## config.mk

```make
export PLATFORM = sky130hd
export DESIGN_NAME = bdim_front
export DESIGN_NICKNAME = d
export VERILOG_FILES = /design/src/rtl/core/bdim_pkg.sv /design/src/rtl/core/bdim_front.sv
export SDC_FILE = /design/constraint.sdc
export NUM_CORES = 1
export LEC_CHECK = 0
export BUFFER_PORTS_ARGS = -buffer_cell sky130_fd_sc_hd__buf_2
export CAP_MARGIN = 40
export CORE_ASPECT_RATIO = 2
export CORE_MARGIN = 10
export CORE_UTILIZATION = 50
export DETAILED_ROUTE_END_ITERATION = 8
export GPL_ROUTABILITY_DRIVEN = 0
export PLACE_DENSITY = 0.81
export SETUP_SLACK_MARGIN = 0.15
export SLEW_MARGIN = 20
export SYNTH_ARGS = -nofsm -noshare
export SYNTH_HDL_FRONTEND = slang
export SYNTH_SLANG_ARGS = --single-unit
```

## constraint.sdc

```tcl
create_clock -name clk -period 2 [get_ports clk]
set_input_delay 0 -clock clk [delete_from_list [all_inputs] [get_ports clk]]
set_output_delay 0 -clock clk [all_outputs]
set_load 0.03 [all_outputs]
```

## src/rtl/core/bdim_pkg.sv

```systemverilog
`default_nettype none
// ----------------------------------------------------------------------------
// bdim_pkg
// Shared types and constants for the b-tagged dijet invariant mass block.
// ----------------------------------------------------------------------------
package bdim_pkg;

  // register indexes of the write port
  localparam logic REG_BIN_COUNT = 1'b0;
  localparam logic REG_BIN_WIDTH = 1'b1;

  localparam logic [10:0] BIN_COUNT_RST = 11'd1000;
  localparam logic [19:0] BIN_WIDTH_RST = 20'd1000;
  localparam logic [10:0] MAX_BINS      = 11'd1024;

  // Q30 constants
  localparam logic [30:0] Q_ONE      = 31'h4000_0000;
  localparam logic [29:0] LN2_Q30    = 30'd744261118;
  localparam logic [31:0] PI_Q30     = 32'd3373259426;
  localparam logic [32:0] TWO_PI_Q30 = 33'd6746518852;

  // floor(2^35 / LN2_Q30), estimate for the range reduction of eta
  localparam logic [5:0] LN2_RCP = 6'((64'd1 << 35) / 64'(LN2_Q30));

  localparam logic [5:0] SHIFT_MAX = 6'd40;
  localparam logic [4:0] EXP_TERMS = 5'd16;
  localparam logic [4:0] COS_TERMS = 5'd20;

  localparam int JOB_DEPTH = 4;
  localparam int JOB_AW    = 2;
  localparam int JOB_CW    = 3;

  typedef struct packed {
    logic [23:0]        pt_mev;
    logic signed [15:0] eta_q12;
    logic signed [15:0] phi_q13;
    logic               is_btagged;
    logic               last_jet;
  } jet_t;

  typedef struct packed {
    logic [31:0] mass_mev;
    logic [9:0]  bin_index;
    logic        overflow;
  } res_t;

  typedef struct packed {
    logic [23:0]        pt;
    logic signed [15:0] eta;
    logic signed [15:0] phi;
  } kin_t;

  typedef struct packed {
    kin_t j1;
    kin_t j2;
  } job_t;

  typedef struct packed {
    logic [10:0] bin_count;
    logic [19:0] bin_width;
  } cfg_t;

  typedef struct packed {
    logic        start;
    logic [63:0] dividend;
    logic [31:0] divisor;
  } div_req_t;

  typedef struct packed {
    logic        done;
    logic [63:0] quotient;
    logic [31:0] remainder;
  } div_rsp_t;

endpackage
`default_nettype wire

```

## src/rtl/core/bdim_front.sv

```systemverilog
`default_nettype none
// ----------------------------------------------------------------------------
// bdim_front
// Event tracker: keeps the first two b-jets of an event and issues a job.
// ----------------------------------------------------------------------------
module bdim_front (
  input  wire logic           clk,
  input  wire logic           rst,
  input  wire logic           accept,
  input  wire bdim_pkg::jet_t jet,
  output logic                job_push,
  output bdim_pkg::job_t      job
);

  logic [1:0]     seen;
  logic [1:0]     seen_next;
  bdim_pkg::kin_t first;
  bdim_pkg::kin_t second;
  bdim_pkg::kin_t first_next;
  bdim_pkg::kin_t second_next;
  bdim_pkg::kin_t cur;

  always_comb begin
    cur.pt      = jet.pt_mev;
    cur.eta     = jet.eta_q12;
    cur.phi     = jet.phi_q13;
    first_next  = first;
    second_next = second;
    seen_next   = seen;
    // b-jets beyond the second are dropped
    if (jet.is_btagged && seen != 2'd2) begin
      if (seen == 2'd0) begin
        first_next = cur;
      end else begin
        second_next = cur;
      end
      seen_next = seen + 2'd1;
    end
  end

  assign job_push = accept && jet.last_jet && seen_next == 2'd2;
  assign job.j1   = first_next;
  assign job.j2   = second_next;

  always_ff @(posedge clk) begin
    if (rst) begin
      seen <= 2'd0;
    end else if (accept) begin
      seen <= jet.last_jet ? 2'd0 : seen_next;
    end
  end

  always_ff @(posedge clk) begin
    if (accept) begin
      first  <= first_next;
      second <= second_next;
    end
  end

endmodule
`default_nettype wire

```

### Word-level counts from Yosys, hierarchy flattened

Cells that the tools add are included.

* muxes and demuxes: 6
* magnitude comparators: 0
* equality and inequality tests: 2
* $add $sub $neg: 1
* multipliers: 0
* shift-type cells: 0
* reduce and logical (&&, ||, !) cells: 4
* divide/modulo/power cells: 0
* bitwise gates (word level): 0

Operator list (number)
* 56-bit 2-to-1 mux: 4
* 2-bit 2-to-1 mux: 2
* 1-bit logical AND: 3
* 2-bit by 1-bit adder with 2-bit output (second input constant): 1
* 2-bit equality test (second input constant): 1
* 2-bit logical NOT: 1
* 2-bit inequality test (second input constant): 1

* bits in latches: 0
* input port bits: 61
* memories kept: 0
* output and inout port bits: 113
* logic and storage cells: 20
* register bits after elaboration: 114
* RAM bits: 0
* ROM bits: 0

### Logic depth before layout (Yosys ltp)

* depth after elaboration: 5
* gate-level depth with buffers: 7
* depth with buffers taken out: 5

### Worst setup path after synthesis

Ideal clock, no wire load.

* path kind: reg2reg
* from: register seen[0]
* to: register second[15] (netlist name) (data pin)
* data required time: 1.711 ns
* buffers on the path: 2
* stages on the path, launching flop included: 8
* data arrival time: 1.643 ns
* period minus slack after synthesis: 1.932 ns
* setup time: 0.289 ns
* setup slack: 0.068 ns
* path through: dfxtp_1 > inv_1 > ha_1 > nand2b_1 > nor2_1 > buf_4 > buf_6 > mux2_2

RTL lines
* start, declared: line bdim_front.sv:15 `logic [1:0] seen;`
* start signal, assigned: line bdim_front.sv:49 `seen <= jet.last_jet ? 2'd0 : seen_next;`
* end signal, assigned: line bdim_front.sv:56 `second <= second_next;`
* end, declared: line bdim_front.sv:18 `bdim_pkg::kin_t second;`

==> metrics.md <==
| Metric | Value |
|---|---|
| Fmax | `417 MHz` |
| Most Crowded Layer GR | `met2` |
| Root Driver | `clkbuf_16` |
| Synth unique cells | `18` |
| Vias per inst | `6.42` |
| Area share of the largest cell type after synthesis | `66.5%` |
| Mapped Cells | `259` |
| DR pass1 iterations | `5` |
| Placed cell area | `6290 sq um` |
| Pint | `5.80 mW` |
| Max VDD drop | `1.24 mV` |
| Worst slew pin tran | `595 ps` |
| Residual DRC | `0` |
| Drt total wl | `29300 microns` |
| RSZ-0062 raised after global routing | `yes` |
| Dpl hpwl | `9270 microns` |
| Leakage | `4.08 nW` |
| Final worst setup slack | `-396 ps` |
| IO buf count | `173` |
| Switch Pwr | `2.65 mW` |
| Initial antenna violation count | `1` |
| Initial core utilization | `51.5%` |
| Layout cells sized above 1 | `69.9%` |
| GRT met2 Usage | `48.1%` |
| Worst stage delay on the critical path | `380 ps` |
| Element type at the critical path start | `flip-flop` |
| Total number of vias | `4767` |
| Post-synth top area cell | `edfxtp_1` |
| Critical path class | `reg2out` |
| Crit-path max FO | `5` |
| Num CTS Buffers | `17` |
| GRT Overall Usage | `25.2%` |
| Synth top area cells | `edfxtp_1 (67%), mux2_2 (16%), mux2_4 (12%)` |
| Drt wl/cell | `39.5 microns` |
| Areal power density over the cells | `898 nW/um^2` |
| Skew final | `17.1 ps` |
| Post-synthesis register bit count | `114` |
| Rows | `51` |
| Overflow after GRT | `0` |
| Slew headroom | `60.2%` |
| Hold Slack | `73.6 ps` |
| Max_cap viols | `0` |
| Clk_lat worst skew | `440 ps` |
| Max clock buf depth | `2` |
| Sequential group share of total power | `35.1%` |
| CTS tree | `yes` |
| Critical Path AT | `2400 ps` |
| Core Area | `9830 sq um` |
| Clock sink count | `114` |
| Tmin final | `2400 ps` |
| Synthesized Nets | `322` |
| Post-synthesis sequential area ratio | `67.3%` |
| DIE HEIGHT | `162 microns` |
| Final worst-path cycle share | `120%` |
| Routed Antenna Nets | `0` |
| Vias in the first global route | `4322` |
| Finished Cell Area | `9410 sq um` |
| Initial drt markers | `516` |
| Slew Viols, Final | `0` |
| Met3 Usage GRT | `7.16%` |
| Post-Syn Area | `5060 sq um` |
| Final-report hold violation count | `0` |
| Met1 Usage GRT | `23.9%` |
| Total power | `8.45 mW` |
| Layout area overhead | `86.0%` |
| H-Tree Level Count | `4` |
| Hold Crit Class | `in2reg` |
| CP Cell Sequence | `inv_2 > ha_4 > and2b_2 > nand2_4 > buf_4 > buf_12 > buf_16 > mux2_4 > buf_6` |
| Maximum number of pins on one net before global-route repair | `47` |
| Clk pin slew, worst setup/hold paths | `80 ps` |
| Die width | `91.1 microns` |
| Crit-path slowest cell | `dfxtp_2` |
| Setup TNS | `-39510 ps` |
| Setup-failing EPs final | `167` |
| Worst Setup End Kind | `output port` |
| Comb power frac | `27.6%` |
| Layout Nets | `658` |
| Clk network pwr share | `37.3%` |
| Die area | `14800 sq um` |
| Fill cell count | `217` |
| First-pass GRT wire length | `27800 microns` |
| Fin util | `95.7%` |
| Critical path data required time | `2000 ps` |
| Switch share | `31.3%` |
| Status | `finished with violations` |
| Synthesis Warnings | `0` |
| Synth Area per Inst | `19.5 sq um` |
| Top Ports | `174` |
| Violated checks | `setup timing` |
==> final timing paths <==
check                                start          to  slack (ps)  cells after the start
worst max-delay path               seen[0]     job[74]        -400                      9
worst min-delay path                accept   first[19]          70                      1
worst max register to register     seen[0]    first[9]        -310                     10
worst min register to register  second[31]  second[31]         590                      1
==> power groups by stage <==
stage,clock network [mW],registers (mW),logic (mW)
CTS,2.92,2.91,1.94
floorplan,0,2.93,0.910
detailed placement,0,2.95,1.33
finish,3.15,2.96,2.33
global placement,0,2.94,1.30
global route,3.20,2.97,2.35
==> final cells by class <==
cell class / instances / area [sq um] / area share [%]
repair buffers: 329 / 3410 / 36.3
clock buffers: 17 / 425 / 4.52
multi-input cells: 130 / 1830 / 19.5
clock inverters: 15 / 143 / 1.52
diodes: 3 / 7.51 / 0.0798
inverters: 3 / 11.3 / 0.120
flip-flops and latches: 114 / 3410 / 36.2
well taps: 132 / 165 / 1.76
==> routing by layer <==
layer  routed length, microns  vias up
met5                        0        -
met4                     3180        0
met3                     3000      198
met2                    14700      589
met1                     8420     2278
li1                         -     1702
==> kinds of logic after synthesis <==
group           Yosys count  share of synthesized area, %
flops                   114                          67.3
mux                     112                          27.9
buf+inv                  15                          2.57
simple gates             12                          1.29
compound gates            4                         0.445
fa+ha+maj                 2                         0.495
==> critical path: cells and delay by family, from the launching register on <==
| kind | cells | cell delay (ps) |
|---|---|---|
| buf+inv | 5 | 690 |
| flops | 1 | 380 |
| simple gates | 2 | 370 |
| mux | 1 | 330 |
| fa+ha+maj | 1 | 190 |
==> Yosys cell counts <==
master and count:
ha_1 2, nand2_1 2, and2b_1 1, dfxtp_1 2, buf_6 9, inv_1 3
mux2_2 72, edfxtp_1 112, buf_4 1, nor2b_1 1, nand3_1 3, nor2_1 1
a21oi_1 2, nand2b_1 2, nand4_1 2, mux2_4 40, buf_2 2, a31oi_1 2
==> stage by stage <==
stage / instances / worst slack [ps]
global placement: 562 / 160
global route: 743 / -388
CTS: 696 / -120
finish: 743 / -396
detailed placement: 562 / 65.6
floorplan: 259 / 162
==> timing repair <==
item                                    4_1_cts  5_1_grt
resized for setup                           287       26
pin swaps                                     3        4
endpoints found under the setup margin      213      137
hold endpoints to repair                     98        0
hold buffers                                 58        0
buffers inserted                             34       44
cloned                                       10        1
==> cells in the final DEF (no fill, tap or decap), types with 3 or more instances in the layout <==
cell | Yosys | routed
buf_6 | 9 | 136
buf_16 | 0 | 12
clkbuf_16 | 0 | 18
diode_2 | 0 | 3
buf_4 | 1 | 48
buf_8 | 0 | 4
buf_2 | 2 | 59
edfxtp_1 | 112 | 112
clkinv_2 | 0 | 4
clkinvlp_4 | 0 | 5
buf_12 | 0 | 12
dlygate4sd3_1 | 0 | 57
mux2_4 | 40 | 110
==> sequential cells by signal (all words and copies together) (netlist names) <==
signal and count:
first 56, second 56, seen 2
Power figures use the tool's default switching activity.
