`config.mk`:
```
export PLATFORM = sky130hd
export DESIGN_NAME = bdim_div
export DESIGN_NICKNAME = d
export VERILOG_FILES = /design/src/rtl/core/bdim_pkg.sv /design/src/rtl/core/bdim_div.sv
export SDC_FILE = /design/constraint.sdc
export NUM_CORES = 1
export LEC_CHECK = 0
export BUFFER_PORTS_ARGS = -buffer_cell sky130_fd_sc_hd__buf_2
export CORE_AREA = 2 2 124 126
export CTS_CLUSTER_DIAMETER = 40
export DETAILED_ROUTE_END_ITERATION = 8
export DIE_AREA = 0 0 126 128
export PLACE_DENSITY_LB_ADDON = 0.12
export SLEW_MARGIN = 25
export SYNTH_ARGS = -nofsm -noshare
export SYNTH_HDL_FRONTEND = slang
export SYNTH_SLANG_ARGS = --single-unit
```
`constraint.sdc`:
```
create_clock -name clk -period 7.8 [get_ports clk]
set_input_delay 1.56 -clock clk [delete_from_list [all_inputs] [get_ports clk]]
set_output_delay 1.56 -clock clk [all_outputs]
set_load 0.01 [all_outputs]
```
`src/rtl/core/bdim_pkg.sv`:
```
`default_nettype none
// ----------------------------------------------------------------------------
// bdim_pkg
// Shared types and constants for the b-tagged dijet invariant mass block.
// ----------------------------------------------------------------------------
package bdim_pkg;

  // register indexes of the write port
  localparam logic REG_BIN_COUNT = 1'b0;
  localparam logic REG_BIN_WIDTH = 1'b1;

  localparam logic [10:0] BIN_COUNT_RST = 11'd1000;
  localparam logic [19:0] BIN_WIDTH_RST = 20'd1000;
  localparam logic [10:0] MAX_BINS      = 11'd1024;

  // Q30 constants
  localparam logic [30:0] Q_ONE      = 31'h4000_0000;
  localparam logic [29:0] LN2_Q30    = 30'd744261118;
  localparam logic [31:0] PI_Q30     = 32'd3373259426;
  localparam logic [32:0] TWO_PI_Q30 = 33'd6746518852;

  // floor(2^35 / LN2_Q30), estimate for the range reduction of eta
  localparam logic [5:0] LN2_RCP = 6'((64'd1 << 35) / 64'(LN2_Q30));

  localparam logic [5:0] SHIFT_MAX = 6'd40;
  localparam logic [4:0] EXP_TERMS = 5'd16;
  localparam logic [4:0] COS_TERMS = 5'd20;

  localparam int JOB_DEPTH = 4;
  localparam int JOB_AW    = 2;
  localparam int JOB_CW    = 3;

  typedef struct packed {
    logic [23:0]        pt_mev;
    logic signed [15:0] eta_q12;
    logic signed [15:0] phi_q13;
    logic               is_btagged;
    logic               last_jet;
  } jet_t;

  typedef struct packed {
    logic [31:0] mass_mev;
    logic [9:0]  bin_index;
    logic        overflow;
  } res_t;

  typedef struct packed {
    logic [23:0]        pt;
    logic signed [15:0] eta;
    logic signed [15:0] phi;
  } kin_t;

  typedef struct packed {
    kin_t j1;
    kin_t j2;
  } job_t;

  typedef struct packed {
    logic [10:0] bin_count;
    logic [19:0] bin_width;
  } cfg_t;

  typedef struct packed {
    logic        start;
    logic [63:0] dividend;
    logic [31:0] divisor;
  } div_req_t;

  typedef struct packed {
    logic        done;
    logic [63:0] quotient;
    logic [31:0] remainder;
  } div_rsp_t;

endpackage
`default_nettype wire

```
`src/rtl/core/bdim_div.sv`:
```
`default_nettype none
// ----------------------------------------------------------------------------
// bdim_div
// Shared restoring divider, 64-bit dividend by 32-bit divisor, 1 bit a cycle.
// ----------------------------------------------------------------------------
module bdim_div (
  input  wire logic               clk,
  input  wire logic               rst,
  input  wire bdim_pkg::div_req_t req,
  output bdim_pkg::div_rsp_t      rsp
);

  logic        busy;
  logic        done;
  logic [5:0]  cnt;
  logic [63:0] quo;
  logic [31:0] rem;
  logic [31:0] dvs;
  logic [32:0] rem_sh;
  logic        ge;

  assign rem_sh = {rem, quo[63]};
  assign ge     = rem_sh >= {1'b0, dvs};

  always_ff @(posedge clk) begin
    if (rst) begin
      busy <= 1'b0;
      done <= 1'b0;
    end else begin
      done <= 1'b0;
      if (req.start) begin
        busy <= 1'b1;
        cnt  <= 6'd63;
        quo  <= req.dividend;
        rem  <= '0;
        dvs  <= req.divisor;
      end else if (busy) begin
        rem <= ge ? 32'(rem_sh - {1'b0, dvs}) : rem_sh[31:0];
        quo <= {quo[62:0], ge};
        cnt <= cnt - 6'd1;
        if (cnt == 6'd0) begin
          busy <= 1'b0;
          done <= 1'b1;
        end
      end
    end
  end

  assign rsp.done      = done;
  assign rsp.quotient  = quo;
  assign rsp.remainder = rem;

endmodule
`default_nettype wire

```
* After elaboration in Yosys (flattened, before gate mapping)
Index checks and enable logic that the tools add are counted.
Cells by class: $add $sub $neg 2, order comparisons 1, multiplexer cells 9, bitwise logic cells 2, reduce and logical (&&, ||, !) cells 5
Operators by type and width (count):
- $mux W64 | 2
- $mux W32 | 2
- $ge A33 B32 Y1 | 1
- $sub A32 B32 Y32 | 1
- $logic_not A6 Y1 | 1
- $mux W6 | 1
- $sub A6 B1 Y6 const B | 1
- $mux W1 | 4
- $reduce_and A2 Y1 | 2
- $reduce_or A3 Y1 | 1
- $not A1 Y1 | 2
- $reduce_bool A2 Y1 | 1
Storage, ports and cells: flip-flop bits (word level) 136, input bits 99, output and inout port bits 97, word-level logic and storage cells 25

* Longest topological paths before layout
word-level depth 4, gate-level depth with buffers 14, mapped depth without buffers 12

* Least setup slack after synthesis
No wires, ideal clock.
path kind input -> register, start point input req[96] (netlist bit), end point register cnt[0] (enable), setup time 0.564 ns, arrival time 6.433 ns, data required time 7.236 ns, path slack 0.804 ns, cell stages on the path 4, path buffers 2, cell sequence clkbuf_1 clkbuf_1 nor2_1 nor2_1
Between the ends: longest elaborated chain between the ends 2
RTL lines:
- from (decl) | line bdim_div.sv:9 | input wire bdim_pkg::div_req_t req,
- $reduce_bool A2 Y1 (no source line)
- $reduce_and A2 Y1 (no source line)
- to (signal assigned) | line bdim_div.sv:40 | cnt <= cnt - 6'd1;
- to (decl) | line bdim_div.sv:15 | logic [5:0] cnt;
Every way passes these cells. A chain may end at the register's enable or synchronous reset.

* Final worst setup path
start point register rem[5], end point register rem[20] (data pin)
Between the ends: longest elaborated chain between the ends 3, elaborated cells between the ends (all ways) 4, those cells by class 1 x add/sub; 1 x order compare; 2 x mux
RTL lines:
- from (decl) | line bdim_div.sv:17 | logic [31:0] rem;
- from (signal assigned) | line bdim_div.sv:38 | rem <= ge ? 32'(rem_sh - {1'b0, dvs}) : rem_sh[31:0];
- $sub A32 B32 Y32 or $ge A33 B32 Y1 (tied branches) | line bdim_div.sv:38, bdim_div.sv:23
- $mux W32 (*) | line bdim_div.sv:38
- $mux W32 (*) | line bdim_div.sv:37 | end else if (busy) begin
Every way passes the cells marked *; elsewhere a longest branch is shown, timed or not. The select of a mux whose other input is x is not followed.

==> impl_metrics.ini <==
[outcome]
outcome = finished, final reports clean

[cts]
cts_buffers = 17
cts_root_buf = clkbuf_16
ctsResizeCount = 0
insertion_delay_ns = 0.42
tritoncts = built
cts_setup_buffers = 0
htree_levels = 4
clk_pin_slew_worst_paths_ns = 0.06
cts_hold_buf = 0
cts_num_sinks = 136
cts_buffer_depth = 2

[floorplanning]
initial_core_util = 0.494
dieArea_um2 = 16100
core_um2 = 14900
rows = 45
ioPinCount = 196
fp.dieH_um = 128
die_w_um = 126

[finish]
final_cells = 989
final_nets = 921
area_delta_synth_final_pct = 23.9
drive_gt1_frac = 0.383

[timing]
fin_skew_ns = 0.0104
slew_headroom = 0.452
fin_crit_ns = 3.58
fmax_mhz = 279
rsz0062_at_grt = false
timing.final.crit_share = 0.459
final_max_slew_viol_count = 0
setup_viol = 0
setup_ws_ns = 4.22
worst_slew_pin_slew_ns = 0.823
hold_ws_ns = 0.486
hold_violations = 0
fin_setup_tns_ns = 0

[synth]
yosysTopAreaCellShare = 0.547
synth_cell_type_count = 60
synth_ff_type = edfxtp_1
synth_area_per_cell_um2 = 12.5
ys_seq_area_frac = 0.553
ys_warn_count = 0
synth_seq_cells = 136
synth_top_area_cell = edfxtp_1
synth_area_leaders = edfxtp_1 55%, mux2_2 9.7%, ha_1 5.8%
synth-edff-count = 134
syn_area_um2 = 7350
syn_inst = 589
synth_fp_nets = 723
async_flop_share = 0

[power_and_ir_drop]
power_frac_seq = 0.414
p_int_w = 0.00158
pwr-share-clk = 0.368
power_density_nw_per_um2 = 242
p_leak_nw = 3.85
switchingPower_w = 0.000622
p_comb_frac = 0.218
vdd.ir_drop.worst_mv = 0.174
switching_share = 0.283
finalPower_w = 0.00220

[worst_setup_path]
r2r_slack_ns = 4.22
critPathCaptureType = register
worstPathRequired_ns = 7.94
arrival_ns = 3.72
startpoint_type = register
crit_fanout = 37
path_class = reg -> reg
ff2ff_path_depth = 11
r2r-start = rem[5]$_SDFFCE_PP0P_
reg2reg_to = rem[20]$_SDFFCE_PP0P_

[routing]
avgViaCountPerCell = 5.34
first_pass_iters = 6
num_vias = 5281
wl_um = 16000
antenna_left = 0
drtIter0Drc = 288
drcViolationCount = 0
wl_per_cell_um = 16.2

[min_path]
whs_path_depth = 1
holdPathEnd = done$_SDFF_PP0_
hold_path_class = reg -> reg
worstHoldStart = busy$_SDFF_PP0_

[grt]
grt_first_pass_wirelength_um = 26300
grt_start_max_net_pins = 97
gr-total-overflow = 0
antenna_found_initial = 1
first_global_vias = 5357
grt_usage = 0.204

[run]
cap_viol_max_count = 0

[placement]
place_hpwl_um = 11500
post-place-cells = 956
place.gp.congestion = 0.883
place_ws_ns = 4.16
port_buffers = 195
placed cells by master, fill, tap and decap left out, types with 3 or more instances in the layout:
| cell | count |
|---|---|
| a211oi_1 | 4 |
| a21o_1 | 8 |
| a21oi_1 | 38 |
| a311oi_1 | 3 |
| a31oi_1 | 3 |
| and2_1 | 3 |
| and3_1 | 7 |
| buf_2 | 194 |
| buf_4 | 4 |
| clkbuf_16 | 17 |
| clkinv_4 | 3 |
| clkinvlp_4 | 3 |
| edfxtp_1 | 134 |
| ha_1 | 34 |
| inv_1 | 43 |
| inv_6 | 3 |
| mux2_2 | 63 |
| mux2i_1 | 29 |
| nand2_1 | 28 |
| nand2b_1 | 3 |
| nand3_1 | 5 |
| nand4_1 | 6 |
| nor2_1 | 51 |
| nor2b_1 | 9 |
| nor3_1 | 4 |
| o21a_1 | 4 |
| o21ai_0 | 12 |
| o21bai_1 | 4 |
| xnor2_1 | 24 |
| xor2_1 | 7 |
how the worst max path moves through the flow:
stage          slack [ns]                    end                   from  cells after the start
6_report             4.22  rem[20]$_SDFFCE_PP0P_   rem[5]$_SDFFCE_PP0P_                     11
3_5_place_dp         4.16   rem[4]$_SDFFCE_PP0P_                req[96]                      5
3_3_place_gp         3.95   rem[4]$_SDFFCE_PP0P_                req[96]                      4
4_1_cts              4.20  rem[14]$_SDFFCE_PP0P_   rem[5]$_SDFFCE_PP0P_                     11
5_1_grt              4.00  rem[20]$_SDFFCE_PP0P_  rem[26]$_SDFFCE_PP0P_                     11
2_1_floorplan        0.80   cnt[0]$_SDFFCE_PP1P_                req[96]                      4
flip-flops by register name, summed over array words and instances, names as in the netlist:
signal  count
rem        32
busy        1
quo        64
cnt         6
done        1
dvs        32
stage by stage:
step / utilization / instance area [um^2]
after global placement: 0.571 / 8480
after global routing: 0.613 / 9110
after CTS: 0.612 / 9100
after detailed placement: 0.573 / 8510
after floorplan: - / 7350
final: 0.613 / 9110
worst max-delay path: stages (launching register included):
cell and delay (ns):
edfxtp_1 0.42, ha_1 0.39, a21oi_1 0.17, o21ai_1 0.10, and3_1 0.22, or3_4 0.43
a31oi_2 0.22, a21oi_2 0.11, a2111oi_4 0.33, buf_4 0.56, mux2i_1 0.27, nor2_1 0.06
per-layer routing:
layer	vias to the layer above	track usage	wire length [um]
met2	168	0.330	7620
li1	2590	-	-
met5	-	0	0
met4	0	0.0802	365
met1	2499	0.255	6890
met3	24	0.0668	1150
power by group through the flow:
stage	Sequential [W]	Clock (W)	Combinational (W)
2_1_floorplan	0.000944	0	0.000335
3_3_place_gp	0.000924	0	0.000469
3_5_place_dp	0.000925	0	0.000480
4_1_cts	0.000911	0.000823	0.000484
5_1_grt	0.000918	0.000850	0.000534
6_report	0.000910	0.000809	0.000480
logic make-up (layout without fill, tap and decap cells):
logic type,Yosys count,count (layout),synth area share
fa+ha+maj,35,35,0.0606
compound gates,100,100,0.0885
buf+inv,65,276,0.0409
flops,136,136,0.553
xor+xnor,31,31,0.0369
other cells,0,1,0
simple gates,130,130,0.0841
mux,92,92,0.136
synth_stat cells (all sizes together) (2+ instances only):
| cell type | n |
|---|---|
| dfxtp | 2 |
| or2 | 3 |
| a31o | 3 |
| o21ai | 14 |
| xor2 | 7 |
| nand3 | 5 |
| and3 | 7 |
| nor2 | 53 |
| xnor2 | 24 |
| a21oi | 40 |
| nand2b | 3 |
| mux2 | 63 |
| o21a | 4 |
| o21bai | 4 |
| nand4 | 6 |
| o22ai | 2 |
| a311oi | 3 |
| a211oi | 5 |
| a31oi | 4 |
| edfxtp | 134 |
| buf | 6 |
| nor3 | 4 |
| or3 | 2 |
| and2 | 3 |
| o211ai | 2 |
| nor4 | 2 |
| clkbuf | 15 |
| nor2b | 9 |
| inv | 43 |
| mux2i | 29 |
| nand2 | 28 |
| ha | 34 |
| a21o | 8 |
| a21boi | 2 |
| o31ai | 2 |
final cells by class:
type,instances,area (um^2)
clock buffers,18,429
flip-flops and latches,136,4060
inverters,44,165
clock inverters,14,163
multi-input cells,388,3010
fillers,1246,5760
well taps,188,235
diodes,1,2.50
repair buffers,200,1040
No activity file was read; power rests on OpenSTA's default activity.
