### config.mk
export PLATFORM = sky130hd
export DESIGN_NAME = bdim_fifo
export DESIGN_NICKNAME = d
export VERILOG_FILES = /design/src/rtl/core/bdim_pkg.sv /design/src/rtl/core/bdim_fifo.sv
export SDC_FILE = /design/constraint.sdc
export NUM_CORES = 1
export LEC_CHECK = 0
export CAP_MARGIN = 20
export CORE_MARGIN = 3
export CORE_UTILIZATION = 45
export CTS_CLUSTER_SIZE = 10
export DETAILED_ROUTE_END_ITERATION = 6
export DONT_BUFFER_PORTS = 1
export GPL_TIMING_DRIVEN = 0
export SLEW_MARGIN = 5
export SYNTH_ARGS = -nofsm -noshare
export SYNTH_HDL_FRONTEND = slang
export SYNTH_SLANG_ARGS = --single-unit
### constraint.sdc
create_clock -name clk -period 5.6 [get_ports clk]
set_clock_uncertainty 0.1 [all_clocks]
set_input_delay 1.12 -clock clk [delete_from_list [all_inputs] [get_ports clk]]
set_output_delay 1.12 -clock clk [all_outputs]
set_load 0.02 [all_outputs]
### src/rtl/core/bdim_pkg.sv
`default_nettype none
// ----------------------------------------------------------------------------
// bdim_pkg
// Shared types and constants for the b-tagged dijet invariant mass block.
// ----------------------------------------------------------------------------
package bdim_pkg;

  // register indexes of the write port
  localparam logic REG_BIN_COUNT = 1'b0;
  localparam logic REG_BIN_WIDTH = 1'b1;

  localparam logic [10:0] BIN_COUNT_RST = 11'd1000;
  localparam logic [19:0] BIN_WIDTH_RST = 20'd1000;
  localparam logic [10:0] MAX_BINS      = 11'd1024;

  // Q30 constants
  localparam logic [30:0] Q_ONE      = 31'h4000_0000;
  localparam logic [29:0] LN2_Q30    = 30'd744261118;
  localparam logic [31:0] PI_Q30     = 32'd3373259426;
  localparam logic [32:0] TWO_PI_Q30 = 33'd6746518852;

  // floor(2^35 / LN2_Q30), estimate for the range reduction of eta
  localparam logic [5:0] LN2_RCP = 6'((64'd1 << 35) / 64'(LN2_Q30));

  localparam logic [5:0] SHIFT_MAX = 6'd40;
  localparam logic [4:0] EXP_TERMS = 5'd16;
  localparam logic [4:0] COS_TERMS = 5'd20;

  localparam int JOB_DEPTH = 4;
  localparam int JOB_AW    = 2;
  localparam int JOB_CW    = 3;

  typedef struct packed {
    logic [23:0]        pt_mev;
    logic signed [15:0] eta_q12;
    logic signed [15:0] phi_q13;
    logic               is_btagged;
    logic               last_jet;
  } jet_t;

  typedef struct packed {
    logic [31:0] mass_mev;
    logic [9:0]  bin_index;
    logic        overflow;
  } res_t;

  typedef struct packed {
    logic [23:0]        pt;
    logic signed [15:0] eta;
    logic signed [15:0] phi;
  } kin_t;

  typedef struct packed {
    kin_t j1;
    kin_t j2;
  } job_t;

  typedef struct packed {
    logic [10:0] bin_count;
    logic [19:0] bin_width;
  } cfg_t;

  typedef struct packed {
    logic        start;
    logic [63:0] dividend;
    logic [31:0] divisor;
  } div_req_t;

  typedef struct packed {
    logic        done;
    logic [63:0] quotient;
    logic [31:0] remainder;
  } div_rsp_t;

endpackage
`default_nettype wire

### src/rtl/core/bdim_fifo.sv
`default_nettype none
// ----------------------------------------------------------------------------
// bdim_fifo
// Short job queue between the event tracker and the mass engine.
// ----------------------------------------------------------------------------
module bdim_fifo (
  input  wire logic           clk,
  input  wire logic           rst,
  input  wire logic           wr,
  input  wire bdim_pkg::job_t wdata,
  input  wire logic           rd,
  output logic                full,
  output logic                empty,
  output bdim_pkg::job_t      head
);

  bdim_pkg::job_t                  mem [bdim_pkg::JOB_DEPTH];
  logic [bdim_pkg::JOB_AW-1:0]     wptr;
  logic [bdim_pkg::JOB_AW-1:0]     rptr;
  logic [bdim_pkg::JOB_CW-1:0]     count;

  assign full  = count == bdim_pkg::JOB_CW'(bdim_pkg::JOB_DEPTH);
  assign empty = count == '0;
  assign head  = mem[rptr];

  always_ff @(posedge clk) begin
    if (rst) begin
      wptr  <= '0;
      rptr  <= '0;
      count <= '0;
    end else begin
      if (wr) begin
        wptr <= wptr + 1'b1;
      end
      if (rd) begin
        rptr <= rptr + 1'b1;
      end
      if (wr && !rd) begin
        count <= count + 1'b1;
      end else if (rd && !wr) begin
        count <= count - 1'b1;
      end
    end
  end

  always_ff @(posedge clk) begin
    if (wr) begin
      mem[wptr] <= wdata;
    end
  end

endmodule
`default_nettype wire

Word-level counts from Yosys, hierarchy flattened
Memories as Yosys holds them, arrays and structs flattened. A register that Yosys moved wholly into a read port is not among the register bits.
Index checks and enable logic that the tools add are counted.
{ "totals": {"memories": 1, "mem_bits_rw": 448, "word_cells": 21, "output_inout_bits": 114, "ff_bits": 7} }
{ "memory_table": {"columns": ["memory", "depth", "width", "read_ports", "rd_ports_with_merged_regs", "write_ports", "line", "rtl"], "rows": [
  ["mem", 4, 112, 1, 1, 1, "bdim_fifo.sv:17", "bdim_pkg::job_t mem [bdim_pkg::JOB_DEPTH];"]
]} }
{ "classes": {"muxes": 6, "eq_ne": 1, "n_addsub": 4, "n_reduce_logical": 6} }
{ "ops": {"columns": ["operator", "n"], "rows": [
  ["$mux 3", 2],
  ["$add 2x1->2 const B", 2],
  ["$mux 2", 2],
  ["$add 3x1->3 const B", 1],
  ["$eq 3x3->1 const B", 1],
  ["$logic_not 3->1", 1],
  ["$sub 3x1->3 const B", 1],
  ["$logic_and 1x1->1", 2],
  ["$logic_not 1->1", 2],
  ["$mux 1", 2],
  ["$reduce_bool 2->1", 1]
]} }

Longest topological paths before layout
Gate-level depths: netlist of run 1.
{ "depth": {"depth_word": 4, "ltp_mapped": 7, "mapped_depth_nobuf": 7} }

Worst setup path before layout of run 1
Ideal clock, no wire load.
{ "synth_path": {"kind": "input port to flip-flop", "from": "input port wr", "to": "memory mem[0][0] (netlist name) (enable)", "arrival_ns": 3.696, "path_buffers": 0, "slack_ns": 1.320, "required_time_ns": 5.016, "setup_time_ns": 0.484, "path_stages": 1, "path_cell_list": "and2_1"} }
{ "synth_between": {"elab_chain_cells": 2} }
{ "synth_lines": {"columns": ["item", "line", "rtl"], "rows": [
  ["start, declared", "bdim_fifo.sv:9", "input wire logic wr,"],
  ["$mux 1", "bdim_fifo.sv:47", "if (wr) begin"],
  ["$mux 1 (implied by the code)", "bdim_fifo.sv:48", "mem[wptr] <= wdata;"],
  ["end, declared", "bdim_fifo.sv:17", null]
]} }
Every way passes these cells.

==> reports/summary.txt, run 1 <==
status = finished, final reports clean
via count = 6639
wire length per cell = 26.5 µm
TritonCTS Sinks = 457
core area = 36000 µm²
minimum clock period = 3390 ps
CP Capture Type = primary output
syn nets = 751
MaxCap Viol Count = 0
grt ovf = 0
unrepaired setup endpoints after global routing = false
pwr dens = 398 nW/µm²
commonest non-fill, non-tap cell in the layout = edfxtp_1
Max Clock Freq = 295 MHz
reg-to-reg startpoint = wptr[0]
Mapped Cells = 629
commonest cells after routing, fill and taps aside = edfxtp_1 (448), mux4_2 (112), clkbuf_16 (53)
crit path DAT = 2170 ps
Post-Route WL = 30.9 mm
GRT Resource Usage Total = 15.8%
row count = 69
WHS Endpoint = count[2]
clock latency on the worst-skew pair = 570 ps
Layout area overhead = 13.2%
# DRC = 0
Initial DRC Count = 348
DP HPWL = 19.5 mm
I/O pin count = 230
period utilization = 60.4%
#FFs+latches synth = 457
drt first pass iters = 5
Placed Instance Area = 17500 µm²
cts repair resizes = 0
Via density = 5.69
max-slew violation count = 0
Slowest-stage cell, CP = mux4_2
Hold Path Depth = 2
placed cell count = 1098
clock root buffer = clkbuf_16
CP Class = flop to primary output
Hold Crit Start = count[2]
n_diodes = 0
TritonCTS clock tree = built
vias in the first global route = 7332
clk slew on worst S/H paths = 50 ps
Net count, final = 813
remaining antenna violation count = 0
fin area = 18900 µm²
Final Setup Violations = 0
cell area after synthesis = 16700 µm²
clk buf depth = 3
total die area = 39400 µm²
Slew HR = 48.1%
YS warnings = 0
die height = 198 µm
crit path buf inv count = 2
antenna violations before repair = 0
Final Power = 7.50 mW
Max FO, Critical Path = 10
Setup Buffers After CTS = 0
Starting Density = 46.3%
synth unique cells = 23
layout cells sized above 1 = 28.5%
largest net degree at the start of global routing = 52
final hold violations = 0
gpl congestion = 0.731
delay-heaviest family, CP = buffers and inverters
CTS Buf Count = 52
Peak supply drop = 0.000329 V
critical-path cell list = buf_2, buf_2, mux4_2
leak pwr = 5.85 nW
worst slew pin tran = 773 ps
# hold bufs at CTS = 0
Crit Reg-Reg Endpoint = mem[0][43]
R2R cell count = 4
cell mode on critical path = buf_2
Worst Hold Class = flop to flop
die width = 198 µm
Avg Inst Size Synth = 26.5 µm²
first-pass GRT wire length = 45.7 mm
Finished Layout Cells = 1166
CP required = 4380 ps
crit path launch type = flop
H-tree Lvls = 2
sequential fraction of the synthesis area = 81.8%
setup slack, reg-to-reg = 3750 ps
CP peak stage delay = 470 ps
Port Buffers = 0
[power by group]
part / switching [mW] / leakage [nW] / internal [mW]
clock network: 1.15 / 0.673 / 1.68
logic: 0.439 / 0.988 / 0.256
registers: 0.0365 / 4.19 / 3.94
total: 1.63 / 5.85 / 5.87
[per-layer routing]
metal	track usage [%]	vias to the layer above	routed length [µm]	share of wire, %
li1	-	2815	-	-
met1	18.9	3517	11500	37
met2	25.8	251	15300	49
met3	7.10	56	3380	11
met4	5.57	0	752	2.4
met5	0	-	0	0
[state kept, by name, summed over array words and instances, names as in the netlist, named ones only]
name   count
wptr       2
rptr       2
count      3
mem      448
[per-stage QoR]
| stage | TNS (ps) | utilization [%] | hold slack (ps) | setup slack [ps] |
|---|---|---|---|---|
| after global placement | -220280 | 47.9 | 386 | -506 |
| after CTS | 0 | 52.4 | 441 | 2060 |
| after global routing | 0 | 52.4 | 470 | 2040 |
| after floorplan | 0 | - | 366 | 1320 |
| after detailed placement | 0 | 48.6 | 435 | 2700 |
| final | 0 | 52.4 | 437 | 2210 |
[synthesized netlist by cell type]
cell      number  area (µm²)
a21oi_1        1        5.00
and2_1         4        25.0
buf_1          3        11.3
buf_12         9         180
buf_2          9        45.0
buf_4          3        22.5
buf_6          1        11.3
clkbuf_1       1        3.75
dfxtp_1        9         180
edfxtp_1     448       13500
fa_1           1        20.0
ha_1           5        62.6
inv_1          4        15.0
mux2i_1        2        20.0
mux4_2       112        2520
nand2_1        1        3.75
nor2_1         7        26.3
nor3_1         1        5.00
nor3b_1        1        7.51
o21ai_0        1        5.00
or3_1          1        6.26
xnor2_1        2        17.5
xor2_1         3        26.3
[logic make-up after synthesis]
logic type,share of synthesized area (%)
fa+ha+maj,0.495
mux,15.2
flops,81.8
xor+xnor,0.263
compound gates,0.0600
simple gates,0.443
buf+inv,1.73
[worst max path at each step]
stage | cells past startpoint | slack [ps] | end
after CTS | 3 | 2060 | head[30]
after detailed placement | 3 | 2700 | head[30]
after global routing | 3 | 2040 | head[30]
after floorplan | 1 | 1320 | mem[0][0]
after global placement | 1 | -510 | mem[0][43]
final | 3 | 2210 | head[30]
[cell type report]
cell class                 instances  area [µm²]
tap                              461         577
sequential                       457       13600
buffer                            26         274
fill                            2644       17100
clock buffer                      65        1370
inverter                           4        15.0
clock inverter                     3        16.3
timing repair buffer               8         220
multi-input combinational        142        2760
[tightest hold or removal path: stages, from the launching register on]
cell     delay (ps)
dfxtp_1         330
o21ai_0          90
a21oi_1          70
(Power assumes the default switching activity.)
==> inputs of run 2 (changes only) <==
clock period = 3.5 ns   (was 5.6 ns; I/O delays follow)
==> run 2 against run 1 <==
Against the previous run:
- first-iteration DRC count fell by 11%
- critical path depth did not move
- combinational power rose by 57%
- utilization fell by 0.16 points
- cell count fell by 0.77%
- non-clock buffer count did not move
- hold slack got worse by 310 ps
- wire length fell by 4.4%
- power rose by 59%
- register-to-register slack got worse by 2400 ps
==> reports/summary.txt, run 2 (same netlist as run 1, synthesis figures left out) <==
vias in the first global route = 6917 (was 7332)
Final Setup Violations = 0 (unchanged)
Biggest register = mem (unchanged)
setup_tns = 0 ps (unchanged)
crit path launch type = flop (unchanged)
Layout area overhead = 12.8% (was 13.2%)
clock latency on the worst-skew pair = 560 ps (was 570 ps)
clk buf depth = 3 (unchanged)
Final Power = 11.9 mW (was 7.50 mW)
clock root buffer = clkbuf_16 (unchanged)
drt first pass iters = 4 (was 5)
CTS Buf Count = 52 (unchanged)
commonest non-fill, non-tap cell in the layout = edfxtp_1 (unchanged)
unrepaired setup endpoints after global routing = false (unchanged)
CP Class = flop to primary output (unchanged)
TritonCTS Sinks = 457 (unchanged)
minimum clock period = 2940 ps
Starting Density = 46.3% (unchanged)
Post-Route WL = 29.5 mm (was 30.9 mm)
Slew HR = 44.5% (was 48.1%)
first-pass GRT wire length = 42.8 mm (was 45.7 mm)
gpl congestion = 0.727 (was 0.731)
Port Buffers = 0 (unchanged)
Via density = 5.56 (was 5.69)
MaxCap Viol Count = 0 (unchanged)
status = finished, final reports clean (unchanged)
Max Clock Freq = 341 MHz
die height = 198 µm (unchanged)
total die area = 39400 µm² (unchanged)
# DRC = 0 (unchanged)
largest net degree at the start of global routing = 51 (was 52)
TritonCTS clock tree = built (unchanged)
CP Capture Type = primary output (unchanged)
max reg flops = 448 (unchanged)
antenna violations before repair = 1 (was 0)
Worst Hold Class = input port to flop (was flop to flop)
commonest cells after routing, fill and taps aside = edfxtp_1 (448), mux4_2 (112), clkbuf_16 (53) (unchanged)
Initial DRC Count = 308 (was 348)
Finished Layout Cells = 1157 (was 1166)
DP HPWL = 18.5 mm (was 19.5 mm)
crit path DAT = 2140 ps (was 2170 ps)
Net count, final = 813 (unchanged)
layout cells sized above 1 = 28.9% (was 28.5%)
via count = 6432 (was 6639)
I/O pin count = 230 (unchanged)
fill count = 2647 (was 2644)
final hold violations = 0 (unchanged)
CP required = 2700 ps (was 4380 ps)
biggest regs = mem: 448 flops, count: 3 flops (unchanged)
max-slew violation count = 0 (unchanged)
cts repair resizes = 0 (unchanged)
Setup Buffers After CTS = 0 (unchanged)
CP peak stage delay = 480 ps (was 470 ps)
H-tree Lvls = 2 (unchanged)
die width = 198 µm (unchanged)
wire length per cell = 25.5 µm (was 26.5 µm)
Max FO, Critical Path = 10 (unchanged)
row count = 69 (unchanged)
GRT Resource Usage Total = 14.8% (was 15.8%)
cell mode on critical path = buf_2 (unchanged)
Peak supply drop = 0.000479 V (was 0.000329 V)
Slowest-stage cell, CP = mux4_2 (unchanged)
leak pwr = 5.83 nW (was 5.85 nW)
remaining antenna violation count = 0 (unchanged)
core area = 36000 µm² (unchanged)
# hold bufs at CTS = 0 (unchanged)
clk slew on worst S/H paths = 50 ps (about the same)
critical-path cell list = buf_2, buf_2, mux4_2 (unchanged)
pwr dens = 633 nW/µm² (was 398 nW/µm²)
placed cell count = 1098 (unchanged)
grt ovf = 0 (unchanged)
n_diodes = 0 (unchanged)
worst slew pin tran = 831 ps (was 773 ps)
period utilization = 83.9%
[run 2: path summary, 6_finish.rpt]
kind	slack (ps)	from	end	cells after the start
worst max-delay path	560	flop	head[88]	3
worst min-delay path	130	wdata[111]	mem[3][111]	0
worst max register to register	1330	wptr[0]	mem[2][77]	5
worst min register to register	430	count[2]	count[2]	2
[run 2: layout make-up]
cell class              count  area, µm²  area share [%]
plain buffers              26        274            1.46
clock buffers              54       1330            7.07
clock inverters             5       21.3           0.113
inverters                   4       15.0          0.0798
multi-input cells         142       2760            14.7
flip-flops and latches    457      13600            72.5
well taps                 461        577            3.07
repair buffers              8        198            1.05
[run 2: critical path, delay by kind of cell (launching register included)]
family,cells,cell delay [ps]
mux,1,480
buf+inv,2,700
flops,1,380
[run 2: metrics by stage]
stage               hold slack, ps  util, %  area [µm²]  worst slack [ps]
detailed placement             415     48.5       17500              1070
global placement               394     47.9       17300             -58.5
global route                  91.7     52.3       18800               397
finish                         130     52.3       18800               565
floorplan                      366        -       16700               876
CTS                           80.6     52.3       18800               444
[run 2: layer usage]
metal  global-route usage (%)  routed length (µm)  vias to the layer above
li1                         -                   -                     2803
met1                     16.8               10800                     3370
met2                     25.0               15000                      209
met3                     6.84                3040                       50
met4                     5.34                 699                        0
met5                        0                   0                        -
[run 2: power by group]
group | switching (mW) | internal [mW] | leakage, nW
registers | 0.0585 | 6.30 | 4.19
logic | 0.686 | 0.408 | 0.978
clock network | 1.80 | 2.64 | 0.667
total | 2.55 | 9.35 | 5.83
==> inputs of run 3 (changes only) <==
ABC_AREA = 1   (was unset)
clock period = 2.9 ns   (was 3.5 ns; I/O delays follow)
==> run 3 against run 2 <==
Against the previous run:
- flip-flop and latch count did not move
- sequential power rose by 20%
- critical path depth rose by 1
- setup slack got worse by 460 ps
- cell count rose by 60%
- largest power group unchanged
==> reports/summary.txt, run 3 <==
status = finished, final reports clean (unchanged)
Starting Density = 46.1% (was 46.3%)
Initial DRC Count = 639 (was 308)
antenna violations before repair = 6 (was 1)
gpl congestion = 0.723 (was 0.727)
Avg Inst Size Synth = 14.9 µm² (was 26.5 µm²)
commonest non-fill, non-tap cell in the layout = edfxtp_1 (unchanged)
first-pass GRT wire length = 64.3 mm (was 42.8 mm)
layout cells sized above 1 = 19.0% (was 28.9%)
Most used DFF post-synth = edfxtp_1 (unchanged)
top cells by count, synth = edfxtp_1 (448), nor2_1 (230), o21ai_0 (179) (was edfxtp_1 (448), mux4_2 (112), buf_12 (9), buf_2 (9), dfxtp_1 (9))
number of enable flip-flop cells after synthesis = 448 (unchanged)
CP Capture Type = primary output (unchanged)
ranking of synthesized cells by area = edfxtp_1 (79%), o21ai_0 (5.3%), nor2_1 (5.1%), o22ai_1 (4.1%), o21ai_1 (1.5%) (was edfxtp_1 (81%), mux4_2 (15%), buf_12 (1.1%), dfxtp_1 (1.1%), ha_1 (0.38%))
clk slew on worst S/H paths = 50 ps (about the same)
leak pwr = 7.12 nW (was 5.83 nW)
Max Clock Freq = 358 MHz
YS warnings = 0 (unchanged)
period utilization = 96.4%
clock root buffer = clkbuf_16 (unchanged)
wire length per cell = 22.9 µm (was 25.5 µm)
via count = 10.2k (was 6432)
fin area = 21400 µm² (was 18800 µm²)
pwr dens = 699 nW/µm² (was 633 nW/µm²)
# DRC = 0 (unchanged)
sequential fraction of the synthesis area = 80.0% (was 81.8%)
row count = 70 (was 69)
I/O pin count = 230 (unchanged)
remaining antenna violation count = 0 (unchanged)
Mapped Cells = 1141 (was 629)
Biggest register = mem (unchanged)
syn nets = 1263 (was 751)
minimum clock period = 2790 ps
vias in the first global route = 10.5k (was 6917)
Reg area = 13600 µm² (unchanged)
Port Buffers = 0 (unchanged)
clk buf depth = 3 (unchanged)
synth unique cells = 24 (was 23)
Worst Hold Class = input port to flop (unchanged)
cell area after synthesis = 17000 µm² (was 16700 µm²)
GRT Resource Usage Total = 20.9% (was 14.8%)
Peak supply drop = 0.000556 V (was 0.000479 V)
crit path launch type = flop (unchanged)
H-tree Lvls = 2 (unchanged)
die width = 201 µm (was 198 µm)
Layout area overhead = 25.8% (was 12.8%)
largest net degree at the start of global routing = 34 (was 51)
most frequent cell after synthesis = edfxtp_1 (unchanged)
Slew HR = 45.9% (was 44.5%)
CTS Buf Count = 52 (unchanged)
Setup Buffers After CTS = 0 (unchanged)
biggest regs = mem: 448 flops, count: 3 flops (unchanged)
crit path DAT = 2110 ps (was 2140 ps)
core area = 37000 µm² (was 36000 µm²)
commonest cells after routing, fill and taps aside = edfxtp_1 (448), nor2_1 (229), o21ai_0 (174) (was edfxtp_1 (448), mux4_2 (112), clkbuf_16 (53))
CP required = 2220 ps (was 2700 ps)
worst slew pin tran = 809 ps (was 831 ps)
fraction of registers with async set/reset = 0% (unchanged)
Net count, final = 1444 (was 813)
CP Class = flop to primary output (unchanged)
setup_tns = 0 ps (unchanged)
Placed Instance Area = 18000 µm² (was 17500 µm²)
unrepaired setup endpoints after global routing = true (was false)
Post-Route WL = 42.3 mm (was 29.5 mm)
MaxCap Viol Count = 0 (unchanged)
die height = 201 µm (was 198 µm)
Via density = 5.52 (was 5.56)
TritonCTS clock tree = built (unchanged)
#FFs+latches synth = 457 (unchanged)
fill count = 2926 (was 2647)
clock latency on the worst-skew pair = 570 ps (was 560 ps)
cell taking the most area after synthesis = edfxtp_1 (unchanged)
final hold violations = 0 (unchanged)
grt ovf = 0 (unchanged)
drt first pass iters = 7 (was 4)
multi-input logic area = 3730 µm² (was 2760 µm²)
DP HPWL = 24.5 mm (was 18.5 mm)
Max FO, Critical Path = 10 (unchanged)
total die area = 40200 µm² (was 39400 µm²)
TritonCTS Sinks = 457 (unchanged)
max-slew violation count = 0 (unchanged)
Final Setup Violations = 0 (unchanged)
max reg flops = 448 (unchanged)
Synth top area share = 78.9% (was 80.7%)
==> run 3: cell types whose count changed after synthesis, sizes merged, moves of 6 or more <==
cell / previous run / this run
o21ai: 1 / 229
nor2: 7 / 230
mux4: 112 / 0
o22ai: 0 / 112
clkbuf: 1 / 42
inv: 4 / 17
nand2: 1 / 9
buf: 25 / 31
==> run 3: timing repair <==
| item | 4_1_cts | 5_1_grt |
|---|---|---|
| hold endpoints to repair | 449 | 0 |
| hold buffers | 113 | 0 |
| pin swaps | 11 | 9 |
| gates cloned | 0 | 0 |
| resized for setup | 154 | 35 |
| endpoints found under the setup margin | 112 | 48 |
==> run 3: per-stage QoR <==
stage               instances  util, %  worst slack [ps]  hold WS [ps]  power [mW]
floorplan                1141        -              69.8           312        8.67
global placement         1645     47.9             -1510           328        9.06
detailed placement       1659     48.6               287           334        9.09
CTS                      1843     57.8             -1.31          60.8        15.1
global route             1846     58.0             -20.4          90.7        15.6
finish                   1846     58.0               106           101        15.0
==> run 3: logic make-up after synthesis <==
family	share of synthesized area, %
adders and majority gates	0.485
AOI/OAI and AO/OA	10.9
buffers and inverters	3.16
xor gates and xnor gates	0.0514
DFF	80.0
and+or+nand+nor	5.39
==> run 3: critical path, cell delays in order, from the launching register on <==
cell,delay [ps]
dfxtp_1,320
buf_6,180
clkbuf_1,420
o21ai_0,280
o22ai_4,330
==> run 3: cell type report <==
| class | instances | area share, % |
|---|---|---|
| sequential | 457 | 63.6 |
| clock inverter | 2 | 0.0408 |
| multi-input combinational | 594 | 17.4 |
| clock buffer | 69 | 6.51 |
| buffer | 73 | 2.53 |
| timing repair buffer | 127 | 6.58 |
| inverter | 17 | 0.403 |
| tap | 504 | 2.94 |
| antenna | 3 | 0.0350 |
==> run 3: where the power goes <==
part	internal, mW	total, mW	switching [mW]
clock network	3.29	5.63	2.34
registers	7.56	7.62	0.0622
logic	0.532	1.73	1.20
total	11.4	15.0	3.61
==> run 3: layer usage <==
metal	GRT usage, %	part of all wire, %
met4	7.25	2.8
met5	0	0.071
met3	5.68	7.4
met1	27.2	42
met2	34.1	48
==> run 3: worst paths after layout <==
path	from	end	slack [ps]	depth (start not counted)
setup / recovery	flop	head[24]	110	4
hold / removal	wr	wptr[1]	100	2
setup reg to reg	wptr[1]	mem[1][68]	490	6
hold reg to reg	rptr[1]	rptr[1]	340	1
